**src/rtl/core/rhp_pkg.sv**
```systemverilog
`timescale 1ns / 1ps
// ----------------------------------------------------------------------------
// rhp_pkg
// Shared types and constants for the RGB to HSV pixel core.
// ----------------------------------------------------------------------------
package rhp_pkg;

    localparam int PIX_W      = 8;
    localparam int QUO_W      = 8;   // both quotients fit one byte
    localparam int HUE_REM_W  = 21;  // 17 * 91800 < 2**21
    localparam int HUE_DEN_W  = 13;  // 24 * 255 < 2**13
    localparam int SAT_REM_W  = 16;  // 255 * 255 < 2**16
    localparam int SAT_DEN_W  = 8;
    localparam int SCALED_W   = 19;  // signed base*delta + 60*n
    localparam int NUM_CELLS  = QUO_W;

    // Sector of the hue, by which component is largest
    typedef enum logic [1:0] {
        SEC_RED_POS  = 2'd0,
        SEC_RED_WRAP = 2'd1,
        SEC_GREEN    = 2'd2,
        SEC_BLUE     = 2'd3
    } t_sector;

    typedef struct packed {
        logic                 vld;
        logic [HUE_REM_W-1:0] hue_rem;
        logic [HUE_DEN_W-1:0] hue_den;
        logic [QUO_W-1:0]     hue_q;
        logic [SAT_REM_W-1:0] sat_rem;
        logic [SAT_DEN_W-1:0] sat_den;
        logic [QUO_W-1:0]     sat_q;
        logic [PIX_W-1:0]     bright;
    } t_cell_data;

endpackage

```
**src/rtl/core/rhp_front.sv**
```systemverilog
`timescale 1ns / 1ps
// ----------------------------------------------------------------------------
// rhp_front
// Two stages: max/min/sector, then dividends and divisors for the cells.
// ----------------------------------------------------------------------------
module rhp_front
    import rhp_pkg::*;
(
    input  logic             i_clk,
    input  logic             i_rst_n,
    input  logic             i_en,
    input  logic             i_valid,
    input  logic [PIX_W-1:0] i_red,
    input  logic [PIX_W-1:0] i_green,
    input  logic [PIX_W-1:0] i_blue,
    output t_cell_data       o_data
);

    logic                       r_s1_vld;
    logic [PIX_W-1:0]           r_mx, n_mx;
    logic [PIX_W-1:0]           r_delta, n_delta;
    t_sector                    r_sec, n_sec;
    logic signed [PIX_W:0]      r_diff, n_diff;

    logic [PIX_W-1:0]           mn;
    logic signed [SCALED_W-1:0] base_term;
    logic signed [SCALED_W-1:0] scaled;
    t_cell_data                 r_out, n_out;

    always_comb begin
        n_mx = i_red;
        if (i_green > n_mx) n_mx = i_green;
        if (i_blue > n_mx) n_mx = i_blue;
        mn = i_red;
        if (i_green < mn) mn = i_green;
        if (i_blue < mn) mn = i_blue;
        n_delta = n_mx - mn;
        if (n_mx == i_red && i_green >= i_blue) begin
            n_sec  = SEC_RED_POS;
            n_diff = $signed({1'b0, i_green}) - $signed({1'b0, i_blue});
        end else if (n_mx == i_red) begin
            n_sec  = SEC_RED_WRAP;
            n_diff = $signed({1'b0, i_green}) - $signed({1'b0, i_blue});
        end else if (n_mx == i_green) begin
            n_sec  = SEC_GREEN;
            n_diff = $signed({1'b0, i_blue}) - $signed({1'b0, i_red});
        end else begin
            n_sec  = SEC_BLUE;
            n_diff = $signed({1'b0, i_red}) - $signed({1'b0, i_green});
        end
    end

    always_ff @(posedge i_clk) begin
        if (!i_rst_n) begin
            r_s1_vld <= 1'b0;
        end else if (i_en) begin
            r_s1_vld <= i_valid;
        end
        if (i_en) begin
            r_mx    <= n_mx;
            r_delta <= n_delta;
            r_sec   <= n_sec;
            r_diff  <= n_diff;
        end
    end

    // hue = floor(17*scaled / (24*delta)); sat = floor(255*delta / max)
    always_comb begin
        case (r_sec)
            SEC_RED_POS:  base_term = '0;
            SEC_RED_WRAP: base_term = $signed({{(SCALED_W-PIX_W){1'b0}}, r_delta})
                                      * SCALED_W'(360);
            SEC_GREEN:    base_term = $signed({{(SCALED_W-PIX_W){1'b0}}, r_delta})
                                      * SCALED_W'(120);
            SEC_BLUE:     base_term = $signed({{(SCALED_W-PIX_W){1'b0}}, r_delta})
                                      * SCALED_W'(240);
            default:      base_term = '0;
        endcase
        scaled = base_term + SCALED_W'(r_diff) * SCALED_W'(60);
        if (scaled < 0) scaled = '0;

        n_out         = '0;
        n_out.vld     = r_s1_vld;
        n_out.bright  = r_mx;
        n_out.hue_rem = HUE_REM_W'(scaled[SCALED_W-2:0]) * HUE_REM_W'(17);
        n_out.sat_rem = SAT_REM_W'(r_delta) * SAT_REM_W'(255);
        // grey or black: all-ones divisor with zero dividend yields zero
        if (r_delta == '0) begin
            n_out.hue_den = '1;
            n_out.hue_rem = '0;
        end else begin
            n_out.hue_den = HUE_DEN_W'(r_delta) * HUE_DEN_W'(24);
        end
        if (r_mx == '0) begin
            n_out.sat_den = '1;
            n_out.sat_rem = '0;
        end else begin
            n_out.sat_den = r_mx;
        end
    end

    always_ff @(posedge i_clk) begin
        if (!i_rst_n) begin
            r_out.vld <= 1'b0;
        end else if (i_en) begin
            r_out <= n_out;
        end
    end

    assign o_data = r_out;

endmodule

```
**src/rtl/core/rhp_div_cell.sv**
```systemverilog
`timescale 1ns / 1ps
// ----------------------------------------------------------------------------
// rhp_div_cell
// One restoring-division step for hue and saturation: one quotient bit each.
// ----------------------------------------------------------------------------
module rhp_div_cell
    import rhp_pkg::*;
#(
    parameter int BIT_IDX = 0
) (
    input  logic       i_clk,
    input  logic       i_rst_n,
    input  logic       i_en,
    input  t_cell_data i_data,
    output t_cell_data o_data
);

    logic [HUE_REM_W-1:0] hue_sh;
    logic [SAT_REM_W-1:0] sat_sh;
    t_cell_data           r_data, n_data;

    always_comb begin
        n_data = i_data;
        hue_sh = HUE_REM_W'(i_data.hue_den) << BIT_IDX;
        sat_sh = SAT_REM_W'(i_data.sat_den) << BIT_IDX;
        if (i_data.hue_rem >= hue_sh) begin
            n_data.hue_rem        = i_data.hue_rem - hue_sh;
            n_data.hue_q[BIT_IDX] = 1'b1;
        end
        if (i_data.sat_rem >= sat_sh) begin
            n_data.sat_rem        = i_data.sat_rem - sat_sh;
            n_data.sat_q[BIT_IDX] = 1'b1;
        end
    end

    always_ff @(posedge i_clk) begin
        if (!i_rst_n) begin
            r_data.vld <= 1'b0;
        end else if (i_en) begin
            r_data <= n_data;
        end
    end

    assign o_data = r_data;

endmodule

```
**src/rtl/core/rgb_to_hsv_pixel_core.sv**
```systemverilog
`timescale 1ns / 1ps
// ----------------------------------------------------------------------------
// rgb_to_hsv_pixel_core
// 8-bit RGB to 8-bit HSV, pipelined through a chain of divider cells.
// ----------------------------------------------------------------------------
//  channel | signals                                  | direction
//  --------+------------------------------------------+----------
//  pixel   | i_valid o_ready i_red i_green i_blue     | in
//  hsv     | o_valid i_ready o_hue o_saturation       | out
//          | o_brightness                             |
//
// One beat per cycle while the output is not stalled; 2 front stages, then one
// cell per quotient bit, 8 cells. Synchronous active-low reset clears the
// valid bits only. A stall on the output freezes the whole pipe in place;
// o_ready is high whenever the last stage is empty or being drained.
// ----------------------------------------------------------------------------
module rgb_to_hsv_pixel_core
    import rhp_pkg::*;
(
    input  logic             i_clk,
    input  logic             i_rst_n,
    input  logic             i_valid,
    output logic             o_ready,
    input  logic [PIX_W-1:0] i_red,
    input  logic [PIX_W-1:0] i_green,
    input  logic [PIX_W-1:0] i_blue,
    output logic             o_valid,
    input  logic             i_ready,
    output logic [PIX_W-1:0] o_hue,
    output logic [PIX_W-1:0] o_saturation,
    output logic [PIX_W-1:0] o_brightness
);

    // one cell per quotient bit
    localparam int N_CELLS = NUM_CELLS;

    t_cell_data chain [N_CELLS+1];
    logic       en;

    assign en = !chain[N_CELLS].vld || i_ready;

    rhp_front u_front (
        .i_clk   (i_clk),
        .i_rst_n (i_rst_n),
        .i_en    (en),
        .i_valid (i_valid),
        .i_red   (i_red),
        .i_green (i_green),
        .i_blue  (i_blue),
        .o_data  (chain[0])
    );

    // cell k settles quotient bit N_CELLS-1-k
    for (genvar k = 0; k < N_CELLS; k++) begin : g_cell
        rhp_div_cell #(
            .BIT_IDX (N_CELLS-1-k)
        ) u_cell (
            .i_clk   (i_clk),
            .i_rst_n (i_rst_n),
            .i_en    (en),
            .i_data  (chain[k]),
            .o_data  (chain[k+1])
        );
    end

    assign o_ready      = en;
    assign o_valid      = chain[N_CELLS].vld;
    assign o_hue        = chain[N_CELLS].hue_q;
    assign o_saturation = chain[N_CELLS].sat_q;
    assign o_brightness = chain[N_CELLS].bright;

endmodule

```
**config.mk**
```make
export PLATFORM = sky130hd
export DESIGN_NAME = rgb_to_hsv_pixel_core
export DESIGN_NICKNAME = d
export VERILOG_FILES = /design/src/rtl/core/rhp_pkg.sv /design/src/rtl/core/rhp_front.sv /design/src/rtl/core/rhp_div_cell.sv /design/src/rtl/core/rgb_to_hsv_pixel_core.sv
export SDC_FILE = /design/constraint.sdc
export NUM_CORES = 1
export LEC_CHECK = 0
export BUFFER_PORTS_ARGS = -buffer_cell sky130_fd_sc_hd__buf_2
export CORE_MARGIN = 4
export CORE_UTILIZATION = 50
export CTS_CLUSTER_DIAMETER = 80
export DETAILED_ROUTE_END_ITERATION = 16
export HOLD_SLACK_MARGIN = 0.1
export PLACE_DENSITY = 0.73
export SLEW_MARGIN = 0
export SYNTH_ARGS = -nofsm -noshare
export SYNTH_HDL_FRONTEND = slang
export SYNTH_SLANG_ARGS = --single-unit
```
**constraint.sdc**
```tcl
create_clock -name i_clk -period 20.7 [get_ports i_clk]
set_clock_uncertainty 0.1 [all_clocks]
set_input_delay 1.035 -clock i_clk [delete_from_list [all_inputs] [get_ports i_clk]]
set_output_delay 1.035 -clock i_clk [all_outputs]
set_load 0.05 [all_outputs]
```
# Yosys cells after proc, flatten, opt, wreduce, memory -nomap -nowiden
# Cells that the tools add are included.
[totals]
regBits = 645
latch_bits = 0
mem_bits_rw = 0
mem_bits_ro = 0
inputBits = 28
output_inout_bits = 26
wordCells = 174
n_memories = 0
[classes]
addsub = 19
mul = 7
div_mod_pow = 0
n_lt_le_gt_ge = 22
eq_ne = 5
n_shift = 0
mux = 26
n_bitwise = 0
reduce_logical = 8
[op_table]
columns = ["op", "count"]
rows = [
  ["$mux 21", 7],
  ["$mux 16", 7],
  ["$pmux 19 s4", 1],
  ["$mux 8", 4],
  ["$mux 9", 3],
  ["$sub 8x8->9", 3],
  ["$mul 8x4->12 const B", 2],
  ["$ge 21x13->1", 1],
  ["$ge 21x14->1", 1],
  ["$ge 21x15->1", 1],
  ["$ge 21x16->1", 1],
  ["$ge 21x17->1", 1],
  ["$ge 21x18->1", 1],
  ["$ge 21x19->1", 1],
  ["$ge 21x20->1", 1],
  ["$mul 18x5->21 const B", 1],
  ["$sub 21x14->21", 1],
  ["$sub 21x15->21", 1],
  ["$sub 21x16->21", 1],
  ["$sub 21x17->21", 1],
  ["$sub 21x18->21", 1],
  ["$sub 21x19->21", 1],
  ["$sub 21x20->21", 1],
  ["$add 19x16->19", 1],
  ["37 further kinds", 43],
]

# Longest topological paths before layout
[depth]
word_depth = 8
ltp_mapped = 37
depth_no_buf = 36

# Cells and area by module
# From an unflattened synthesis, not the netlist that was laid out.
[hier_totals]
hier_cells = 3845
area_unflattened_um2 = 44554.0
[modules_own_cells]
columns = ["module", "n_inst", "cells_each", "area_per_inst_um2", "seq_area_each_um2"]
rows = [
  ["rhp_front", 1, 1275, 11634.9, 2712.6],
  ["rhp_div_cell at g_cell[7].u_cell", 1, 343, 4361.7, 2482.4],
  ["rhp_div_cell at g_cell[5].u_cell", 1, 343, 4204.0, 2482.4],
  ["rhp_div_cell at g_cell[2].u_cell", 1, 325, 4200.3, 2482.4],
  ["rhp_div_cell at g_cell[6].u_cell", 1, 339, 4162.7, 2482.4],
  ["rhp_div_cell at g_cell[1].u_cell", 1, 304, 4081.4, 2482.4],
  ["rhp_div_cell at g_cell[4].u_cell", 1, 318, 4068.9, 2482.4],
  ["rhp_div_cell at g_cell[3].u_cell", 1, 310, 3957.5, 2482.4],
  ["rhp_div_cell at g_cell[0].u_cell", 1, 287, 3876.2, 2482.4],
  ["rgb_to_hsv_pixel_core", 1, 1, 6.3, 0.0],
]

# Least setup slack after synthesis
# OpenSTA, ideal clock, no wires.
[synth_timing]
path_kind = "input -> register"
from = "input i_ready"
to = "register g_cell[0].u_cell.r_data (netlist bit g_cell[0].u_cell.o_data[0]) (enable)"
setup_ns = 1.013
t_arrival_ns = 15.589
t_required_ns = 19.587
path_slack_ns = 3.998
cell_stages = 4
n_path_buf = 1
path_cell_list = "nor2b_1 -> inv_1 -> clkbuf_1 -> and2_1"
[synth_between]
elab_chain_cells = 2
[synth_lines]
columns = ["item", "line_no", "text"]
rows = [
  ["start: declaration", "rgb_to_hsv_pixel_core.sv:28", "input logic i_ready,"],
  ["$logic_or 1x1->1", "rgb_to_hsv_pixel_core.sv:40", "assign en = !chain[N_CELLS].vld || i_ready;"],
  ["named net o_ready", "rgb_to_hsv_pixel_core.sv:23", "output logic o_ready,"],
  ["$reduce_and 2->1 (no line)", "-", ""],
  ["end signal: assignment", "rhp_div_cell.sv:40", "r_data <= n_data;"],
  ["end: declaration", "rhp_div_cell.sv:20", "t_cell_data r_data, n_data;"],
]
# The timed path passes the listed nets, and every way through them passes these cells.
# A chain may end at the register's enable or synchronous reset.

# Worst setup path in the final report
[layout_timing]
from = "register u_front.r_delta[2]"
to = "register u_front.r_out (netlist bit u_front.o_data[79]) (data pin)"
[layout_between]
elab_chain_cells = 6
word_cells_on_any_way = 9
cone_classes = "add/sub (1); mul (4); order compare (1); mux (2); reduce/logical (1)"
[layout_lines]
columns = ["item", "line_no", "text"]
rows = [
  ["start: declaration", "rhp_front.sv:21", "logic [PIX_W-1:0] r_delta, n_delta;"],
  ["start signal: assignment", "rhp_front.sv:61", "r_delta <= n_delta;"],
  ["$mul 8x4->12 or $mul 8x6->14 (tied branches)", "rhp_front.sv:74, rhp_front.sv:76, rhp_front.sv:72", ""],
  ["$pmux 19 s4", "rhp_front.sv:69", "case (r_sec)"],
  ["$add 19x16->19", "rhp_front.sv:79", "scaled = base_term + SCALED_W'(r_diff) * SCALED_W'(60);"],
  ["$lt 19x1->1", "rhp_front.sv:80", "if (scaled < 0) scaled = '0;"],
  ["$mux 18", "rhp_front.sv:80", ""],
  ["$mul 18x5->21", "rhp_front.sv:85", "n_out.hue_rem = HUE_REM_W'(scaled[SCALED_W-2:0]) * HUE_REM_W'(17);"],
  ["end signal: assignment", "rhp_front.sv:106", "r_out <= n_out;"],
  ["end: declaration", "rhp_front.sv:28", "t_cell_data r_out, n_out;"],
]
# Several ways; a longest one is shown, not always the timed one. The select of a mux whose other input is x is not followed.

==> impl_metrics.py <==
metrics = {
    "min_path": {
        "hold_start": "g_cell[3].u_cell.o_data[44]$_SDFFCE_PN1P_",
        "hp-class": "reg -> reg",
        "hold_path_depth": 0,
        "holdPathEnd": "g_cell[4].u_cell.o_data[44]$_DFFE_PP_",
    },
    "critical_path": {
        "critical_path.most_common_cell": "ha_1",
        "timing.rr.end": "u_front.o_data[79]$_SDFFCE_PP0P_",
        "crit_slowest_cell": "edfxtp_1",
        "critPathLaunchType": "flop",
        "cp_top_family": "compound AO/OA/AOI/OAI gates",
        "crit_path_end_kind": "flop",
        "crit_buf_inv": 1,
        "cp_slowest_stage_delay_ns": 0.61,
        "arrival_ns": 8.99,
        "cp.required_ns": 20.94,
        "r2r_slack_ns": 11.95,
        "reg2reg_from": "u_front.r_delta[2]$_DFFE_PN_",
        "critPathMaxFanout": 19,
        "worstSetupPathType": "reg -> reg",
        "worstRegToRegCells": 34,
    },
    "clock_tree": {
        "clockRootBuffer": "clkbuf_16",
        "cts_setup_buffers": 0,
        "path_clk_slew_ns": 0.06,
        "post_cts_resized": 0,
        "cts_tree": "done",
        "clock_path_buffers": 3,
        "cts_hold_buf": 0,
        "insertion_delay_ns": 0.61,
        "cts_buffers": 69,
        "cts_max_level": 3,
        "clock_sinks": 614,
    },
    "layout": {
        "seqCellArea_mm2": 0.0183,
        "syn_to_final_growth_pct": 9.19,
        "diodes": 0,
        "multiInputGateArea_mm2": 0.0168,
        "nets": 3844,
        "fillCellCount": 6156,
        "drive_gt1_share_pct": 6.50,
    },
    "global_route": {
        "grt_overflow": 0,
        "gr-usage-all-layers_pct": 17.3,
        "antenna_found_initial": 0,
        "grt_pass1_wl_mm": 113,
        "grt_max_degree": 208,
        "grt_pass1_vias": 23900,
    },
    "floorplan": {
        "dieHeight_um": 281,
        "rows": 99,
        "core_region_area_mm2": 0.0733,
        "die_area_mm2": 0.0787,
        "io_pins": 54,
        "start_util_pct": 50.6,
        "die_w_um": 281,
    },
    "drt": {
        "ant_nets": 0,
        "vias": 23600,
        "dr.pass1.iters": 5,
        "vias_per_cell": 5.36,
        "drcViolationCount": 0,
        "drt_wl_total_mm": 66.9,
        "drtIter0Drc": 1189,
        "wl_per_cell_um": 15.2,
    },
    "synthesis": {
        "async_reset_ff_share_pct": 0,
        "ys.flop_type": "edfxtp_1",
        "ys_seq_elements": 614,
        "synth_edf_count": 604,
        "avgSynthCellArea_um2": 11.1,
        "yosysUniqueCellTypes": 85,
        "syn_inst": 3337,
        "syn_area_mm2": 0.0371,
        "synthesis.nets": 3787,
        "synth_seq_area_share_pct": 49.4,
        "ys.warnings.count": 0,
    },
    "sta": {
        "fin_setup_tns_ns": 0,
        "period_share_pct": 42.3,
        "relSlewSlack_pct": 27.0,
        "min_period_ns": 8.75,
        "setup_viol": 0,
        "hold_violations": 0,
        "rsz0062_at_grt": "false",
        "worstMarginPinSlew_ns": 1.10,
        "max_freq_mhz": 114,
        "maxSlewViolCount": 0,
    },
    "placement": {
        "gp_congestion": 0.917,
        "dpl.hpwl_mm": 50.4,
        "port_buffers": 53,
    },
    "flow_run": {
        "drv_cap": 0,
    },
    "run_status": {
        "status": "finished, final reports clean",
    },
}
==> routing by layer <==
metal  wire length, um  track usage [%]  vias up
li1                  -                -    12000
met5                 0                0        -
met2             34800             32.5      369
met3              2000             2.34      147
met4              2390             6.44        0
met1             27800             20.0    11100
==> sequential cells by signal, indices dropped and copies added, names as in the netlist <==
register	flops
g_cell.u_cell.o_data	523
u_front.o_data	63
u_front.r_diff	9
u_front.r_delta	8
u_front.r_mx	8
u_front.r_sec	2
u_front.r_s1_vld	1
==> Yosys cell counts, drive strengths merged, types with 38 or more instances <==
master  number  area, um2
nor3        63        320
o21ai      161        806
edfxtp     604      18100
xor2        92        813
xnor2      147       1290
a21oi      247       1240
inv        418       1570
clkbuf      41        154
a21o        79        593
nor2b       55        352
fa          77       1540
nor2       263        987
a21boi      38        285
ha         345       4320
nand2      191        717
nand2b      53        339
==> kinds of logic after synthesis <==
logic type,count (synthesis),share of synthesized area [%]
simple gates,819,10.8
compound gates,709,11.9
flops,614,49.4
buf+inv,495,5.30
fa+ha+maj,422,15.8
xor+xnor,239,5.66
mux,39,1.16
==> how the worst max path moves through the flow <==
| stage | startpoint | endpoint | slack (ns) | cells past startpoint |
|---|---|---|---|---|
| detailed placement | u_front.r_delta[0]$_DFFE_PN_ | u_front.o_data[79]$_SDFFCE_PP0P_ | 11.99 | 34 |
| CTS | u_front.r_delta[0]$_DFFE_PN_ | u_front.o_data[79]$_SDFFCE_PP0P_ | 11.97 | 34 |
| finish | u_front.r_delta[2]$_DFFE_PN_ | u_front.o_data[79]$_SDFFCE_PP0P_ | 11.95 | 34 |
| global route | u_front.r_delta[2]$_DFFE_PN_ | u_front.o_data[79]$_SDFFCE_PP0P_ | 11.12 | 32 |
| floorplan | i_ready | g_cell[0].u_cell.o_data[0]$_DFFE_PP_ | 4.00 | 4 |
| global placement | u_front.r_delta[0]$_DFFE_PN_ | u_front.o_data[79]$_SDFFCE_PP0P_ | 12.14 | 34 |
==> cell usage in the layout (no fill, tap or decap), types with 29 or more instances in the layout <==
cell type	instances
o21a_1	29
edfxtp_1	604
nand2_1	191
a21oi_1	247
fa_1	77
nand3_1	29
a21o_1	79
nand2b_1	52
inv_1	418
xor2_1	91
nor2_1	263
clkbuf_16	69
o21ai_0	150
nor2b_1	54
nand4_1	30
ha_1	345
nor3_1	61
a21boi_0	37
xnor2_1	147
buf_2	53
==> cell type report <==
class / instances / share of cell area [%]
flip-flops and latches: 614 / 45.2
multi-input cells: 2228 / 41.5
clock buffers: 82 / 4.38
inverters: 419 / 3.88
well taps: 959 / 2.96
clock inverters: 43 / 1.13
repair buffers: 62 / 0.883
==> metrics by stage <==
step           cells  setup WS, ns  utilization [%]  area (um2)  hold WS [ns]
5_1_grt         4407         11.12             55.3       40500         0.308
6_report        4407         11.95             55.3       40500         0.306
3_3_place_gp    4282         12.14             52.2       38300         0.301
4_1_cts         4407         11.97             55.3       40500         0.302
3_5_place_dp    4282         11.99             52.2       38300         0.305
2_1_floorplan   3337          4.00                -       37100         0.300
Power is left out: the tool's default activity adds up to more than one toggle a clock period on the data nets, which glitch-free logic cannot reach.
